`src/design/spf_pkg.sv`:
```
package spf_pkg;

	localparam int MAX_VERTICES  = 16;
	localparam int MAX_CROSSINGS = 12;
	localparam int COORD_BITS    = 12;

	localparam int VA       = $clog2(MAX_VERTICES);
	localparam int CNT_BITS = $clog2(MAX_VERTICES + 1);
	localparam int HB       = $clog2(MAX_CROSSINGS + 1);
	localparam int DW       = COORD_BITS + 1;
	localparam int PW       = 2 * DW;

	localparam logic MODE_WRITE = 1'b0;
	localparam logic MODE_SCAN  = 1'b1;

	typedef logic signed [COORD_BITS-1:0] coord_t;

	typedef struct packed {
		logic        mode;
		logic [3:0]  vertex_index;
		coord_t      vertex_x;
		coord_t      vertex_y;
		logic [4:0]  vertex_count;
		coord_t      row_y;
	} req_t;

	typedef struct packed {
		coord_t span_row;
		coord_t span_x_start;
		coord_t span_x_end;
		logic   span_valid;
		logic   last_span;
	} rsp_t;

	// classified item handed from front to back
	typedef struct packed {
		logic                scan;
		logic                wr_en;
		logic [VA-1:0]       slot;
		coord_t              x;
		coord_t              y;
		logic [CNT_BITS-1:0] n;
		coord_t              row;
	} job_t;

endpackage

```
`src/design/spf_ram.sv`:
```
module spf_ram #(
	parameter int WIDTH = 24,
	parameter int DEPTH = 16
) (
	input  logic                     clk,
	input  logic                     we,
	input  logic [$clog2(DEPTH)-1:0] waddr,
	input  logic [WIDTH-1:0]         wdata,
	input  logic                     re,
	input  logic [$clog2(DEPTH)-1:0] raddr,
	output logic [WIDTH-1:0]         rdata
);

	logic [WIDTH-1:0] mem_q [DEPTH];

	always_ff @(posedge clk) begin
		if (we) begin
			mem_q[waddr] <= wdata;
		end
		if (re) begin
			rdata <= mem_q[raddr];
		end
	end

endmodule

```
`src/design/spf_front.sv`:
```
module spf_front (
	input  logic          clk,
	input  logic          arst_n,
	input  logic          req_valid,
	output logic          req_stall,
	input  spf_pkg::req_t req,
	output logic          job_valid,
	output spf_pkg::job_t job,
	input  logic          pop
);

	spf_pkg::job_t cls;
	spf_pkg::job_t slot_q [2];
	logic          wr_ptr_q;
	logic          rd_ptr_q;
	logic [1:0]    fill_q;
	logic          push;

	always_comb begin
		cls.scan  = (req.mode == spf_pkg::MODE_SCAN);
		cls.wr_en = (32'(req.vertex_index) < spf_pkg::MAX_VERTICES);
		cls.slot  = spf_pkg::VA'(req.vertex_index);
		cls.x     = req.vertex_x;
		cls.y     = req.vertex_y;
		cls.row   = req.row_y;
		if (32'(req.vertex_count) > spf_pkg::MAX_VERTICES) begin
			cls.n = spf_pkg::CNT_BITS'(spf_pkg::MAX_VERTICES);
		end else begin
			cls.n = spf_pkg::CNT_BITS'(req.vertex_count);
		end
	end

	assign req_stall = (fill_q == 2'd2);
	assign push      = req_valid && !req_stall;
	assign job_valid = (fill_q != 2'd0);
	assign job       = slot_q[rd_ptr_q];

	always_ff @(posedge clk) begin
		if (push) begin
			slot_q[wr_ptr_q] <= cls;
		end
	end

	always_ff @(posedge clk or negedge arst_n) begin
		if (!arst_n) begin
			wr_ptr_q <= 1'b0;
			rd_ptr_q <= 1'b0;
			fill_q   <= 2'd0;
		end else begin
			if (push) begin
				wr_ptr_q <= !wr_ptr_q;
			end
			if (pop && job_valid) begin
				rd_ptr_q <= !rd_ptr_q;
			end
			fill_q <= fill_q + 2'(push) - 2'(pop && job_valid);
		end
	end

endmodule

```
`src/design/spf_div.sv`:
```
module spf_div (
	input  logic                           clk,
	input  logic                           arst_n,
	input  logic                           start,
	input  logic signed [spf_pkg::PW-1:0]  num,
	input  logic signed [spf_pkg::DW-1:0]  den,
	output logic                           done,
	output logic signed [spf_pkg::PW-1:0]  quo
);

	localparam int SB = $clog2(spf_pkg::PW + 1);

	logic                   busy_q;
	logic                   done_q;
	logic [SB-1:0]          step_q;
	logic [spf_pkg::PW-1:0] acc_q;
	logic [spf_pkg::DW-1:0] rem_q;
	logic [spf_pkg::DW-1:0] dmag_q;
	logic                   neg_q;
	logic [spf_pkg::DW:0]   trial;
	logic [spf_pkg::DW:0]   diff;
	logic                   fits;

	assign trial = {rem_q, acc_q[spf_pkg::PW-1]};
	assign diff  = trial - {1'b0, dmag_q};
	assign fits  = (trial >= {1'b0, dmag_q});
	assign done  = done_q;
	assign quo   = neg_q ? -$signed(acc_q) : $signed(acc_q);

	always_ff @(posedge clk) begin
		if (start) begin
			acc_q  <= num[spf_pkg::PW-1] ? -num : num;
			dmag_q <= den[spf_pkg::DW-1] ? -den : den;
			neg_q  <= num[spf_pkg::PW-1] ^ den[spf_pkg::DW-1];
			rem_q  <= '0;
		end else if (busy_q) begin
			rem_q <= fits ? diff[spf_pkg::DW-1:0] : trial[spf_pkg::DW-1:0];
			acc_q <= {acc_q[spf_pkg::PW-2:0], fits};
		end
	end

	always_ff @(posedge clk or negedge arst_n) begin
		if (!arst_n) begin
			busy_q <= 1'b0;
			done_q <= 1'b0;
			step_q <= '0;
		end else begin
			done_q <= 1'b0;
			if (start) begin
				busy_q <= 1'b1;
				step_q <= SB'(spf_pkg::PW);
			end else if (busy_q) begin
				step_q <= step_q - 1'b1;
				if (step_q == SB'(1)) begin
					busy_q <= 1'b0;
					done_q <= 1'b1;
				end
			end
		end
	end

endmodule

```
`src/design/spf_back.sv`:
```
module spf_back (
	input  logic          clk,
	input  logic          arst_n,
	input  logic          job_valid,
	input  spf_pkg::job_t job,
	output logic          pop,
	output logic          rsp_valid,
	input  logic          rsp_stall,
	output spf_pkg::rsp_t rsp
);

	localparam int C = spf_pkg::COORD_BITS;
	localparam int M = spf_pkg::MAX_CROSSINGS;

	typedef enum logic [4:0] {
		S_IDLE  = 5'b00001,
		S_FIRST = 5'b00010,
		S_EDGE  = 5'b00100,
		S_DIV   = 5'b01000,
		S_EMIT  = 5'b10000
	} state_t;

	state_t                       state_q;
	spf_pkg::coord_t              row_q;
	logic [spf_pkg::CNT_BITS-1:0] n_q;
	logic [spf_pkg::VA-1:0]       idx_q;
	logic                         closing_q;
	spf_pkg::coord_t              v0x_q, v0y_q, px_q, py_q;
	logic [spf_pkg::HB-1:0]       cnt_q;
	spf_pkg::coord_t              hits_q [M];
	spf_pkg::coord_t              ins [M];
	logic [M-1:0]                 lt;
	logic                         out_valid_q;
	spf_pkg::rsp_t                out_q;

	logic                         ram_we, ram_re;
	logic [spf_pkg::VA-1:0]       ram_raddr;
	logic [2*C-1:0]               ram_rdata;
	spf_pkg::coord_t              cur_x, cur_y, hit_new;
	logic                         straddle, take, adv, last_vtx, out_free, emit;
	logic signed [spf_pkg::DW-1:0] dx, dr, den;
	logic signed [spf_pkg::PW-1:0] prod, quo;
	logic                         div_done;

	spf_ram #(.WIDTH(2 * C), .DEPTH(spf_pkg::MAX_VERTICES)) u_ram (
		.clk   (clk),
		.we    (ram_we),
		.waddr (job.slot),
		.wdata ({job.x, job.y}),
		.re    (ram_re),
		.raddr (ram_raddr),
		.rdata (ram_rdata)
	);

	spf_div u_div (
		.clk    (clk),
		.arst_n (arst_n),
		.start  (take),
		.num    (prod),
		.den    (den),
		.done   (div_done),
		.quo    (quo)
	);

	// closing edge runs from the last vertex back to vertex 0
	assign cur_x = closing_q ? v0x_q : ram_rdata[2*C-1:C];
	assign cur_y = closing_q ? v0y_q : ram_rdata[C-1:0];

	assign dx    = {cur_x[C-1], cur_x} - {px_q[C-1], px_q};
	assign dr    = {row_q[C-1], row_q} - {py_q[C-1], py_q};
	assign den   = {cur_y[C-1], cur_y} - {py_q[C-1], py_q};
	assign prod  = dx * dr;
	assign straddle = (($signed(row_q) >= $signed(py_q)) != ($signed(row_q) >= $signed(cur_y)))
		&& (py_q != cur_y);
	assign take  = (state_q == S_EDGE) && straddle && (cnt_q < spf_pkg::HB'(M));
	assign adv   = ((state_q == S_EDGE) && !take) || ((state_q == S_DIV) && div_done);
	assign last_vtx = ((spf_pkg::CNT_BITS'(idx_q) + 1'b1) == n_q);
	// crossing lies between the edge endpoints, so the low bits are exact
	assign hit_new = px_q + quo[C-1:0];

	assign pop    = (state_q == S_IDLE) && job_valid;
	assign ram_we = pop && !job.scan && job.wr_en;

	always_comb begin
		ram_re    = 1'b0;
		ram_raddr = idx_q + 1'b1;
		unique case (state_q)
			S_IDLE: begin
				ram_raddr = '0;
				ram_re    = pop && job.scan && (job.n >= spf_pkg::CNT_BITS'(2));
			end
			S_FIRST: begin
				ram_raddr = idx_q;
				ram_re    = 1'b1;
			end
			S_EDGE, S_DIV: begin
				ram_re = adv && !closing_q && !last_vtx;
			end
			S_EMIT: begin
				ram_re = 1'b0;
			end
			default: begin
				ram_re = 1'b0;
			end
		endcase
	end

	// sorted insert: every slot decides on its own from its neighbor
	always_comb begin
		for (int k = 0; k < M; k++) begin
			lt[k] = (spf_pkg::HB'(k) < cnt_q) && ($signed(hits_q[k]) <= $signed(hit_new));
		end
		for (int k = 0; k < M; k++) begin
			if (lt[k]) begin
				ins[k] = hits_q[k];
			end else if (k == 0) begin
				ins[k] = hit_new;
			end else if (lt[k-1]) begin
				ins[k] = hit_new;
			end else begin
				ins[k] = hits_q[k-1];
			end
		end
	end

	assign out_free = !out_valid_q || !rsp_stall;
	assign emit     = (state_q == S_EMIT) && out_free;

	always_ff @(posedge clk) begin
		if (pop) begin
			row_q <= job.row;
			n_q   <= job.n;
		end
		if (state_q == S_FIRST) begin
			v0x_q <= ram_rdata[2*C-1:C];
			v0y_q <= ram_rdata[C-1:0];
			px_q  <= ram_rdata[2*C-1:C];
			py_q  <= ram_rdata[C-1:0];
		end else if (adv) begin
			px_q <= cur_x;
			py_q <= cur_y;
		end
		if ((state_q == S_DIV) && div_done) begin
			hits_q <= ins;
		end else if (emit) begin
			for (int k = 0; k < M - 2; k++) begin
				hits_q[k] <= hits_q[k+2];
			end
		end
		if (emit) begin
			out_q.span_row <= row_q;
			if (cnt_q < spf_pkg::HB'(2)) begin
				out_q.span_x_start <= '0;
				out_q.span_x_end   <= '0;
				out_q.span_valid   <= 1'b0;
				out_q.last_span    <= 1'b1;
			end else begin
				out_q.span_x_start <= hits_q[0];
				out_q.span_x_end   <= hits_q[1];
				out_q.span_valid   <= 1'b1;
				out_q.last_span    <= (cnt_q < spf_pkg::HB'(4));
			end
		end
	end

	always_ff @(posedge clk or negedge arst_n) begin
		if (!arst_n) begin
			state_q     <= S_IDLE;
			idx_q       <= '0;
			closing_q   <= 1'b0;
			cnt_q       <= '0;
			out_valid_q <= 1'b0;
		end else begin
			if (emit) begin
				out_valid_q <= 1'b1;
			end else if (!rsp_stall) begin
				out_valid_q <= 1'b0;
			end
			unique case (state_q)
				S_IDLE: begin
					if (pop && job.scan) begin
						cnt_q     <= '0;
						closing_q <= 1'b0;
						idx_q     <= spf_pkg::VA'(1);
						if (job.n < spf_pkg::CNT_BITS'(2)) begin
							state_q <= S_EMIT;
						end else begin
							state_q <= S_FIRST;
						end
					end
				end
				S_FIRST: begin
					state_q <= S_EDGE;
				end
				S_EDGE, S_DIV: begin
					if (take) begin
						state_q <= S_DIV;
					end else if (adv) begin
						if (state_q == S_DIV) begin
							cnt_q <= cnt_q + 1'b1;
						end
						if (closing_q) begin
							state_q <= S_EMIT;
						end else begin
							state_q <= S_EDGE;
							if (last_vtx) begin
								closing_q <= 1'b1;
							end else begin
								idx_q <= idx_q + 1'b1;
							end
						end
					end
				end
				S_EMIT: begin
					if (emit) begin
						if (cnt_q < spf_pkg::HB'(4)) begin
							state_q <= S_IDLE;
						end else begin
							cnt_q <= cnt_q - spf_pkg::HB'(2);
						end
					end
				end
				default: begin
					state_q <= S_IDLE;
				end
			endcase
		end
	end

	assign rsp_valid = out_valid_q;
	assign rsp       = out_q;

endmodule

```
`src/design/scanline_polygon_span_fill.sv`:
```
// channel  direction  word    handshake
// req      in         req_t   req_valid / req_stall
// rsp      out        rsp_t   rsp_valid / rsp_stall
//
// Vertex write: the back end writes the vertex RAM as it pops the word from the two-word queue.
// Scan of n vertices: the serial divider (one quotient bit per cycle, 26 bits)
// dominates, one run per stored crossing, up to 12 stored crossings per row.
// Reset clears queue pointers, sequencer and output valid flag; vertex RAM is not cleared.
// req_stall rises only when the queue is full; a stalled rsp holds the back end
// in its emit state while the front keeps taking words until its queue is full.
module scanline_polygon_span_fill (
	input  logic          clk,
	input  logic          arst_n,
	input  logic          req_valid,
	output logic          req_stall,
	input  spf_pkg::req_t req,
	output logic          rsp_valid,
	input  logic          rsp_stall,
	output spf_pkg::rsp_t rsp
);

	logic          job_valid;
	logic          pop;
	spf_pkg::job_t job;

	spf_front u_front (
		.clk       (clk),
		.arst_n    (arst_n),
		.req_valid (req_valid),
		.req_stall (req_stall),
		.req       (req),
		.job_valid (job_valid),
		.job       (job),
		.pop       (pop)
	);

	spf_back u_back (
		.clk       (clk),
		.arst_n    (arst_n),
		.job_valid (job_valid),
		.job       (job),
		.pop       (pop),
		.rsp_valid (rsp_valid),
		.rsp_stall (rsp_stall),
		.rsp       (rsp)
	);

endmodule

```
`config.mk`:
```
export PLATFORM = sky130hd
export DESIGN_NAME = scanline_polygon_span_fill
export DESIGN_NICKNAME = d
export VERILOG_FILES = /design/src/design/spf_pkg.sv /design/src/design/spf_ram.sv /design/src/design/spf_front.sv /design/src/design/spf_div.sv /design/src/design/spf_back.sv /design/src/design/scanline_polygon_span_fill.sv
export SDC_FILE = /design/constraint.sdc
export NUM_CORES = 2
export LEC_CHECK = 0
export ABC_AREA = 1
export BUFFER_PORTS_ARGS = -buffer_cell sky130_fd_sc_hd__buf_4
export CELL_PAD_IN_SITES_DETAIL_PLACEMENT = 0
export CELL_PAD_IN_SITES_GLOBAL_PLACEMENT = 1
export CORE_UTILIZATION = 51
export CTS_CLUSTER_SIZE = 10
export DETAILED_ROUTE_END_ITERATION = 6
export MAX_ROUTING_LAYER = met4
export PLACE_DENSITY_LB_ADDON = 0.1
export SLEW_MARGIN = 20
export SYNTH_ARGS = -nofsm -noshare
export SYNTH_HDL_FRONTEND = slang
export SYNTH_SLANG_ARGS = --single-unit
```
`constraint.sdc`:
```
create_clock -name clk -period 10.3 [get_ports clk]
set_input_delay 0.515 -clock clk [delete_from_list [all_inputs] [get_ports clk]]
set_output_delay 0.515 -clock clk [all_outputs]
set_load 0.02 [all_outputs]
```
; After elaboration in Yosys (flattened, before gate mapping)
; Memories as Yosys holds them, arrays and structs flattened. A register that Yosys moved wholly into a read port is not among the register bits.
; Index checks and enable logic that the tools add are counted.
[totals]
register_bits = 326
memories = 2
ramBits = 476
in_bits = 50
out_inout_bits = 40
[op_classes]
muxes = 80
eq_ne = 31
addsub = 15
multipliers = 1
n_bitwise = 3
order_cmp = 33
n_reduce_logical = 61
[mem_list]
columns = name, depth, word_bits, rd, rd_ports_with_merged_regs, write_ports, line_no
row1 = u_back.u_ram.mem_q, 16, 24, 1, 1, 1, spf_ram.sv:14  ; logic [WIDTH-1:0] mem_q [DEPTH];
row2 = u_front.slot_q, 2, 46, 1, 0, 1, spf_front.sv:13  ; spf_pkg::job_t slot_q [2];
[op_table]
columns = operator, count
row1 = $mux W12, 29
row2 = $mux W120, 2
row3 = $le A12 B12 Y1, 12
row4 = $mux W26, 3
row5 = $mux W5, 10
row6 = $mux W4, 11
row7 = $sub A12 B12 Y13, 3
row8 = $ne A2 B2 Y1 const B, 16
row9 = $logic_and A1 B1 Y1, 26
row10 = $mul A13 B13 Y26, 1
row11 = $neg A26 Y26, 1
row12 = $ge A12 B12 Y1, 2
row13 = $reduce_and A2 Y1, 12
row14 = $pmux W5 S4, 1
row15 = $mux W1, 17
row16 = $lt A3 B4 Y1 const A, 4
row17 = $lt A4 B4 Y1 const A, 4
row18 = $pmux W4 S2, 2
row19 = $ge A14 B13 Y1, 1
row20 = $mux W13, 1
row21 = $neg A13 Y13, 1
row22 = $sub A13 B13 Y13, 1
row23 = $add A12 B12 Y12, 1
row24 = $ne A12 B12 Y1, 1
row25 = 40 further kinds, 62

; Depth between registers and ports, before layout
[depth]
word_depth = 12
depth_mapped = 50
depth_no_buf = 48

; By module
; Synthesis repeated with hierarchy kept, for this count alone.
[unflattened]
cells_unflattened = 5387
area_unflattened_um2 = 49790.3
[by_module_without_submodules]
columns = module, area_per_inst_um2, instances, seq_area_each_um2, cells_each
row1 = spf_back, 23984.3, 1, 7793.7, 2783
row2 = spf_ram, 17191.5, 1, 12251.8, 1597
row3 = spf_div, 4949.7, 1, 1636.6, 720
row4 = spf_front, 3664.8, 1, 2862.7, 287

; Worst setup path after synthesis
; Ideal clock, no wire load.
[synth_timing]
path_kind = register -> register
from = register u_back.closing_q
to = register u_back.u_div.acc_q[24] (netlist name), data pin
setup_time_ns = 0.256
synth_period_minus_slack_ns = 7.881
path_stages_with_launch = 47
n_path_buf = 3
arrival_ns = 7.625
slack_ns = 2.419
cell_sequence = dfrtp_1 clkbuf_1 clkbuf_1 mux2i_1 ha_1 inv_1 fa_1 a21oi_1 o21ai_1 nand2_1 o211ai_1 nand2_1 nand2_1 nand2_1 nand2_1 nand2_1 a22oi_1 buf_2 (+11 left out) ha_1 nand2_1 inv_1 nand2_1 nor2_1 nand4_1 nand3_1 nand2_1 nand2_1 nand2_1 nor2_1 nand4_1 nand2_1 nand2_1 nand2_1 nand2_1 nand2_1 nand2_1
[synth_between]
elab_chain_len = 7
[synth_rtl]
columns = item, line_no
row1 = from (decl), spf_back.sv:27  ; logic closing_q;
row2 = from (signal assigned), spf_back.sv:170  ; closing_q <= 1'b0;
row3 = from (signal assigned), spf_back.sv:183  ; closing_q <= 1'b0;
row4 = from (signal assigned), spf_back.sv:207  ; closing_q <= 1'b1;
row5 = "parallel branches: the longest is 6 deep, another holds $mul A13 B13 Y26", -
row6 = $mux W26 *, spf_div.sv:31  ; if (start) begin
row7 = to (signal assigned), spf_div.sv:32  ; acc_q <= num[spf_pkg::PW-1] ? -num : num;
row8 = to (signal assigned), spf_div.sv:38  ; acc_q <= {acc_q[spf_pkg::PW-2:0], fits};
row9 = to (decl), spf_div.sv:16  ; logic [spf_pkg::PW-1:0] acc_q;
; Mark *: on every way between the ends.
; A chain may end at the register's enable or synchronous reset.

; Worst setup path after layout
[layout_timing]
from = register u_back.closing_q
to = register u_back.u_div.acc_q[23] (netlist name), data pin
; Same word-level chain as after synthesis.

==> qor.yml <==
synthesis:
  synthTopCellsByArea: "edfxtp_1 (48%), nand2_1 (9.0%), ha_1 (7.6%)"
  yosys.area_share.simple_pct: 16.0
  synth_top_family_by_area: "simple AND/OR/NAND/NOR gates"
  synth-xor-area-share_pct: 1.99
  synth_edf_count: 787
  synthMuxAreaShare_pct: 0.978
  synthAdderAreaFrac_pct: 14.5
  yosysTopAreaCell: "edfxtp_1"
  synth_seq_cells: 826
  netlist-cell-type-count: 59
  yosysSeqAreaShare_pct: 50.4
  synth_top_area_share_pct: 48.5
  synth_compound_area_share_pct: 8.69
  synthCells: 4997
  synth_flop_cell: "edfxtp_1"
  avgSynthCellArea_um2: 9.75
  synthArstFlopShare_pct: 3.15
  syn_area_um2: 48700
  yosys_warnings: 0
  syn-num-nets: 5510
timing:
  postLayoutSetupSlackWorst_ps: 1170
  rsz0062_at_grt: "false"
  finalHoldViolCount: 0
  timing.final.crit_share_pct: 88.6
  drv_slew: 0
  setup_viol: 0
  slew_headroom_pct: 23.5
  tns_ps: 0
  min_period_ps: 9130
  fmax_mhz: 110
  fin_worst_skew_ps: 23.6
  worstMarginPinSlew_ps: 1140
layout:
  layout-drive-gt1-share_pct: 7.89
  final_cell_mix: "nand2_1 (1,165), edfxtp_1 (787), inv_1 (751), nand3_1 (318), ha_1 (296)"
  final_common_cell: "nand2_1"
  utilization_pct: 57.1
  fin_nets: 5602
  syn2layout_area_growth_pct: 11.1
critical_path:
  crit_path_end_kind: "flop"
  cp-start-kind: "flop"
  cp_common_cell: "nand2_1"
  crit_fanout: 38
  critPathSlowestCell: "a22oi_1"
  max_stage_delay_ps: 740
  worstPathArrival_ps: 9560
  worst-setup-path-type: "reg2reg"
  worst_ep_required_time_ps: 10730
clocking:
  numCtsBuffers: 97
  tritoncts: "done"
  clkSinkCount: 826
  cts_setup_buffers: 0
  clockBufferDepth: 3
  clk_pin_slew_ps: 60
  post_cts_resized: 0
  clock-root-buffer: "clkbuf_16"
  htree_levels: 3
  clk_latency_ps: 680
floorplan:
  die_y_um: 311
  core-area_um2: 94900
  start_util_pct: 51.4
  io_pins: 90
  die_w_um: 311
  dieArea_um2: 96800
  row_count: 113
routing:
  drc: 0
  routed_wl_um: 123000
  wire_per_inst_um: 19.2
  drt_iter0_markers: 2683
  vias_per_cell: 5.33
  vias: 34200
  final_antenna_net_count: 0
  first_pass_iters: 7
global_routing:
  antenna_found_initial: 11
  grt_pass1_wl_um: 191000
  grt.total_usage_pct: 26.4
  grt_max_degree: 235
  grt_overflow: 0
  first_global_vias: 33600
min_path:
  holdCritPathClass: "in2reg"
placed_design:
  port_buffers: 89
  place_ws_ps: 1160
  routabilityCongestion: 0.910
  hpwl_um: 86500
run_status:
  outcome: "finished clean"
run:
  drv_cap: 0
==> logic make-up (layout without fill, tap and decap cells) <==
family | after synthesis | in the layout
compound gates | 709 | 709
xor+xnor | 109 | 109
fa+ha+maj | 463 | 463
buf+inv | 958 | 1104
flops | 826 | 826
mux | 43 | 43
other cells | 0 | 6
simple gates | 1889 | 1889
==> final timing paths <==
path | start | to | depth (start not counted) | slack [ps]
min reg2reg | u_back.u_ram.rdata[22]$_DFFE_PP_ | u_back.v0x_q[10]$_DFFE_PP_ | 0 | 440
max in group asynchronous | arst_n | u_back.state_q[0]$_DFFE_PN1P_ | 2 | 9590
max reg2reg | u_back.closing_q$_DFFE_PN0P_ | u_back.u_div.acc_q[23]$_DFFE_PP_ | 38 | 1170
min | req[41] | u_front.slot_q[0][41]$_DFFE_PP_ | 1 | 40
min in group asynchronous | arst_n | u_back.u_div.step_q[4]$_DFFE_PN0P_ | 2 | 330
max | u_back.closing_q$_DFFE_PN0P_ | u_back.u_div.acc_q[23]$_DFFE_PP_ | 38 | 1170
==> flip-flops by register name, indices dropped and copies added, names as in the netlist, 2 cells and up <==
name,count
u_front.slot_q,92
u_front.fill_q,2
u_back.u_ram.rdata,24
u_back.row_q,12
u_back.rsp,38
u_back.cnt_q,4
u_back.u_div.dmag_q,13
u_back.u_div.acc_q,26
u_back.u_ram.mem_q,384
u_back.v0x_q,12
u_back.u_div.rem_q,13
u_back.idx_q,4
u_back.py_q,12
u_back.v0y_q,12
u_back.n_q,5
u_back.px_q,12
u_back.state_q,5
u_back.u_div.step_q,5
u_back.hits_q,144
==> Yosys cell counts, drive strengths merged (5+ instances only) <==
| library cell | number |
|---|---|
| mux2i | 6 |
| nand4 | 38 |
| xnor2 | 35 |
| o2111ai | 14 |
| a21oi | 164 |
| o21a | 5 |
| o21ai | 283 |
| inv | 774 |
| mux2 | 37 |
| a22oi | 13 |
| or2 | 28 |
| nor3 | 18 |
| edfxtp | 787 |
| nand3 | 323 |
| clkbuf | 118 |
| fa | 167 |
| buf | 62 |
| dfxtp | 13 |
| nor2 | 299 |
| o21bai | 5 |
| o22ai | 15 |
| ha | 296 |
| dfrtp | 25 |
| xor2 | 74 |
| o211ai | 193 |
| nand2 | 1172 |
==> layer usage <==
metal	up-vias	wire [µm]	GRT usage, %
li1	16900	-	-
met3	224	6070	3.71
met4	0	3780	9.18
met2	847	59900	43.6
met5	-	0	-
met1	16200	53500	33.5
==> stage by stage <==
stage	area, µm²	std cells	hold slack, ps
final	54200	6414	39.9
after global routing	54200	6414	10.9
after CTS	54100	6406	0.228
after detailed placement	50900	6221	435
after global placement	50900	6218	431
after floorplan	48700	4997	219
==> what timing repair did <==
item / in CTS / in global routing
hold buffers: 32 / 0
setup endpoints to repair: 0 / 0
endpoints found under the hold margin: 87 / 0
==> cell type report <==
type | count | area [µm²]
fill | 8318 | 40700
sequential | 826 | 24500
multi-input combinational | 3213 | 20800
inverter | 778 | 2920
clock buffer | 135 | 2610
tap | 1265 | 1580
timing repair buffer | 173 | 1480
clock inverter | 18 | 206
antenna | 6 | 15.0
==> critical path: cells and delay by family, from the launching register on <==
family / cells / cell delay [ps]
flops: 1 / 360
compound gates: 7 / 1920
buf+inv: 5 / 930
simple gates: 18 / 1850
fa+ha+maj: 8 / 3790
Power is not shown: default switching activity piles up to over one toggle a cycle in this logic, so the estimate is an artifact.
